<file path="src/hw/rtl/rnhl_pkg.sv">
`default_nettype none

package rnhl_pkg;

  // Operation codes carried in the request word
  localparam logic [1:0] OP_WRITE_ROUTE = 2'd0;
  localparam logic [1:0] OP_LEARN_ARP   = 2'd1;
  localparam logic [1:0] OP_LOOKUP      = 2'd2;

  localparam int unsigned COUNT_BITS      = 11;
  localparam int unsigned INDEX_BITS      = 10;
  localparam int unsigned PORT_FIELD_BITS = 4;
  localparam int unsigned PORT_WIDE_BITS  = 8;

  typedef struct packed {
    logic [1:0]                 operation;
    logic [INDEX_BITS-1:0]      route_index;
    logic [31:0]                entry_prefix;
    logic [31:0]                entry_mask;
    logic [31:0]                entry_next_hop;
    logic [PORT_FIELD_BITS-1:0] entry_port;
    logic [31:0]                learn_address;
    logic [47:0]                learn_mac;
    logic [31:0]                lookup_address;
  } req_t;

  typedef struct packed {
    logic                       route_found;
    logic [31:0]                matched_mask;
    logic [PORT_FIELD_BITS-1:0] out_port;
    logic [31:0]                hop_address;
    logic                       mac_found;
    logic [47:0]                next_hop_mac;
    logic                       learn_dropped;
  } rsp_t;

  // Winning route handed from the route scanner to the top level
  typedef struct packed {
    logic                       found;
    logic [31:0]                mask;
    logic [31:0]                hop;
    logic [PORT_FIELD_BITS-1:0] port;
  } scan_res_t;

  // Token that travels down the ARP cell chain, one cell per cycle
  typedef struct packed {
    logic        go;
    logic [31:0] key;
    logic        hit;
    logic [47:0] mac;
  } link_t;

endpackage

`default_nettype wire

</file>
<file path="src/hw/rtl/rnhl_cell.sv">
`default_nettype none

module rnhl_cell (
  input  wire logic           clk,
  input  wire logic           rst,
  input  wire logic           live,
  input  wire logic           wr_en,
  input  wire logic [31:0]    wr_address,
  input  wire logic [47:0]    wr_mac,
  input  wire rnhl_pkg::link_t link_in,
  output rnhl_pkg::link_t     link_out
);
  import rnhl_pkg::*;

  logic [31:0] address;
  logic [47:0] mac;

  always_ff @(posedge clk) begin
    if (wr_en) begin
      address <= wr_address;
      mac     <= wr_mac;
    end
  end

  // Pass the token on; the earliest matching cell claims it
  always_ff @(posedge clk) begin
    if (rst) begin
      link_out.go <= 1'b0;
    end else begin
      link_out.go <= link_in.go;
    end
    link_out.key <= link_in.key;
    if (link_in.hit) begin
      link_out.hit <= 1'b1;
      link_out.mac <= link_in.mac;
    end else if (live && (address == link_in.key)) begin
      link_out.hit <= 1'b1;
      link_out.mac <= mac;
    end else begin
      link_out.hit <= 1'b0;
      link_out.mac <= '0;
    end
  end

endmodule

`default_nettype wire

</file>
<file path="config.mk">
export PLATFORM = sky130hd
export DESIGN_NAME = rnhl_cell
export DESIGN_NICKNAME = d
export VERILOG_FILES = /design/src/hw/rtl/rnhl_pkg.sv /design/src/hw/rtl/rnhl_cell.sv
export SDC_FILE = /design/constraint.sdc
export NUM_CORES = 1
export LEC_CHECK = 0
export ABC_AREA = 1
export BUFFER_PORTS_ARGS = -buffer_cell sky130_fd_sc_hd__buf_4
export CAP_MARGIN = 10
export CORE_MARGIN = 4
export CORE_UTILIZATION = 45
export DETAILED_ROUTE_END_ITERATION = 8
export GPL_ROUTABILITY_DRIVEN = 0
export GPL_TIMING_DRIVEN = 0
export PLACE_DENSITY = 0.78
export SLEW_MARGIN = 10
export SYNTH_ARGS = -nofsm -noshare
export SYNTH_HDL_FRONTEND = slang
export SYNTH_SLANG_ARGS = --single-unit
</file>
<file path="constraint.sdc">
create_clock -name clk -period 1.92 [get_ports clk]
set_clock_uncertainty 0.05 [all_clocks]
set_input_delay 0.288 -clock clk [delete_from_list [all_inputs] [get_ports clk]]
set_output_delay 0.288 -clock clk [all_outputs]
set_load 0.02 [all_outputs]
</file>
; ---- After elaboration in Yosys (flattened, before gate mapping)
; Index checks and enable logic that the tools add are counted.
[word_totals]
register_bits = 162
inputBits = 166
elab_cells = 10
[classes]
n_eq_ne = 1
mux = 2
reduce_logical = 1
[ops]
columns = cell, n
row1 = 2-to-1 mux 49 bit, 1
row2 = 2-to-1 mux 48 bit, 1
row3 = equality test 32 bit, 1
row4 = logical AND 1 bit, 1

; ---- Logic depth before layout (Yosys ltp)
[logic_depth]
word_depth = 4
mapped_depth = 12
ltp_nobuf = 10

; ---- Worst setup path before layout
; Ideal clock, no wire load.
[synth_path]
path_type = register to register
startpoint = reg address[19]
endpoint = reg link_out[37] (netlist bit)
arrival_time_ps = 1279
setup_slack_ps = 478
path_stages_with_launch = 10
path_buffers = 2
synth_period_minus_slack_ps = 1442
cell_sequence = edfxtp_1 -> or2_2 -> nand2_1 -> nor2_1 -> nand3_1 -> nor2_1 -> buf_4 -> buf_4 -> nand3_1 -> nand2_1
[synth_between]
elab_chain_len = 4
[synth_rtl]
columns = element, line_no
row1 = "start, declared", rnhl_cell.sv:15  ; logic [31:0] address;
row2 = "start signal, assigned", rnhl_cell.sv:20  ; address <= wr_address;
row3 = equality test 32 bit, rnhl_cell.sv:36  ; end else if (live && (address == link_in.key)) begin
row4 = logical AND 1 bit, rnhl_cell.sv:36
row5 = 2-to-1 mux 49 bit, rnhl_cell.sv:36
row6 = 2-to-1 mux 48 bit, rnhl_cell.sv:33  ; if (link_in.hit) begin
row7 = "end, declared", rnhl_cell.sv:11  ; output rnhl_pkg::link_t link_out
; No other way between the ends.
; A chain may end at the register's enable or synchronous reset.

; ---- Worst setup path in the final report
[layout_path]
startpoint = reg address[13]
endpoint = reg link_out[33] (netlist bit)
; The elaborated chain is that of the path after synthesis.

==> results by group <==
STA
  – Worst-Margin Slew: ~1.1 ns
  – Period utilisation layout: 0.954
  – Final setup viols: 0
  – Max_slew headroom: 0.290
  – Final slew viol count: 0
  – Minimum clock period: roughly 1.8 ns
  – Post-route worst setup slack: around 0.089 ns
  – Total negative setup slack: 0 ns
  – FMAX: 546 MHz
  – Final Hold Fails: 0
  – Final hold slack: around 0.024 ns

Worst setup path
  – CP peak stage delay: ~0.4 ns
  – CP Cell Sequence: nand2_2, nand2_2, nor2_4, nand2_2, nor2_4, nand2_2, nor2_4, buf_6, clkbuf_16, nand3_1, nand2_1
  – Startpoint Class: flop
  – CP top delay family: simple AND/OR/NAND/NOR gates
  – WP data required: approximately 2.2 ns
  – Critical Path AT: ~2.1 ns
  – CP max FO: 5
  – Number of buffers and inverters on the critical path: 2
  – Worst Setup Path Type: reg2reg
  – CP most frequent cell: nand2_2
  – Critical Path Slowest Stage Cell: edfxtp_1
  – CP Capture Type: flop

Logic synthesis
  – Synth area leader: edfxtp_1
  – Avg Cell Area, Syn: between 10 and 15 sq um
  – Syn nets: 635
  – YS warnings: 0
  – Yosys top cell area share: 0.450
  – Top_reg_cell synth: dfxtp_1
  – Sequential fraction of the synthesis area: 0.757
  – Synth cell types: 16
  – Top cells by area, synth: edfxtp_1 (45%), dfxtp_1 (31%), nand2_1 (11%)
  – EDFF count, synth: 80
  – Ys async rst share: 0
  – Synthesized netlist cell count: roughly 470
  – Post-synthesis cell area: 5340 sq um
  – #FFs+latches synth: around 160

Global route
  – Largest net degree at the start of global routing: 81
  – Gr usage total: 0.249
  – Vias in the first global route: roughly 5200
  – Initial antenna violation count: 0
  – GRT overflow: 0
  – First-pass GRT wire length: roughly 25 mm

Die
  – Die area: 13700 sq um
  – Die height: around 120 microns
  – Core area: approximately 12000 sq um
  – Die width: 117 microns
  – IO Count: 248
  – Row cnt: 39
  – Initial core utilization: 0.464

Final layout
  – Fin area: 9200 sq um
  – Commonest non-fill, non-tap cell in the layout: buf_4
  – Most frequent cells in the layout: buf_4 (243), nand2_1 (150), dlygate4sd3_1 (111)
  – Antenna fix cells: 0
  – Non-Filler Instances: between 1000 and 1500
  – Area Overhead vs Synth: 72.1%
  – Fraction of layout cells with a size suffix above 1: 0.350
  – Nets@finish: a little over 1000
  – Util after Layout: 0.798

Status
  – Status: finished clean

Place
  – DP Cell Count: ~860
  – Post-Place Setup Slack: between 0.006 and 0.007 ns
  – Port Buf Inserts: approximately 250
  – Detailed Place HPWL: between 10 and 15 mm
  – Placed Area: roughly 7400 sq um

Detailed routing
  – TritonRoute pass-1 iters: 4
  – DRC errors left: 0
  – DR vias/cell: between 4 and 5
  – WL final: roughly 17 mm
  – Detail Route Antenna Nets: 0
  – Drt wl/cell: 16.9 microns
  – Iteration-0 DRC Markers: about 270
  – Vias: ~4700

Clock network
  – Root Driver: clkbuf_16
  – Reg clk slew, reported paths: 0.06 ns
  – CTS tree: yes
  – H-tree depth: 4
  – Clock latency on the worst-skew pair: 0.41 ns
  – TritonCTS buffer count: 17
  – # clock sinks: approximately 160
  – Clk buf depth: 2

Power
  – Worst VDD drop: approximately 0.71 mV
  – Static leakage: 4.38 nW
  – Pwr dens: 880 nW/um^2
  – Final Total Pwr: ~8.1 mW

Job
  – Max Cap Viol: 0

Worst hold path
  – Worst hold path type: in2reg
final timing paths:
kind / cells past startpoint / to / slack, ns / start
hold reg to reg: 2 / link_out[38] / 0.42 / mac[38]
setup / recovery: 11 / link_out[33] / 0.09 / address[13]
hold / removal: 3 / link_out[4] / 0.02 / link_in[4]
setup reg to reg: 11 / link_out[33] / 0.09 / address[13]
power breakdown:
part           total (mW)  internal (mW)  switching, mW
sequential           3.96           3.88         0.0833
combinational        1.00          0.555          0.445
clock                3.13           1.88           1.25
state kept, by name (all words and copies together), names as in the netlist:
name      count
address      32
link_out     82
mac          48
tightest hold or removal path, stage by stage:
cell,delay [ns]
buf_4,0.08
nand2_1,0.04
nand2_1,0.05
timing repair:
item	4_1_cts	5_1_grt
endpoints found under the hold margin	115	0
gates cloned	0	1
endpoints found under the setup margin	7	49
resized for setup	1	40
setup buffers	0	2
pin swaps	0	18
hold buffers	115	0
layer usage:
metal | wire, microns | up-vias | track usage
li1 | - | 2263 | -
met1 | 5570 | 2227 | 0.232
met2 | 9600 | 195 | 0.485
met3 | 1030 | 62 | 0.0710
met4 | 738 | 0 | 0.127
met5 | 0 | - | 0
cell usage after synthesis, types with 2 or more instances:
cell type / instances
xnor2_1: 8
clkbuf_1: 8
buf_4: 2
or2_2: 2
nand3_1: 50
buf_6: 2
buf_2: 4
nor2_1: 25
inv_1: 40
nand2_1: 161
edfxtp_1: 80
o21ai_0: 2
dfxtp_1: 82
cell type report:
class,instances,area (sq um)
Multi-Input combinational cell,251,1160
Sequential cell,162,4040
Fill cell,631,2320
Clock inverter,3,18.8
Timing Repair Buffer,358,3010
Tap cell,143,179
Clock buffer,29,533
Inverter,40,150
Buffer,16,105
kinds of logic after synthesis:
| logic type | Yosys count | synth area share |
|---|---|---|
| xor gates and xnor gates | 8 | 0.0131 |
| buffers and inverters | 56 | 0.0445 |
| DFF | 162 | 0.757 |
| and+or+nand+nor | 240 | 0.182 |
| AOI/OAI and AO/OA | 3 | 0.00305 |
(Power assumes the default switching activity.)
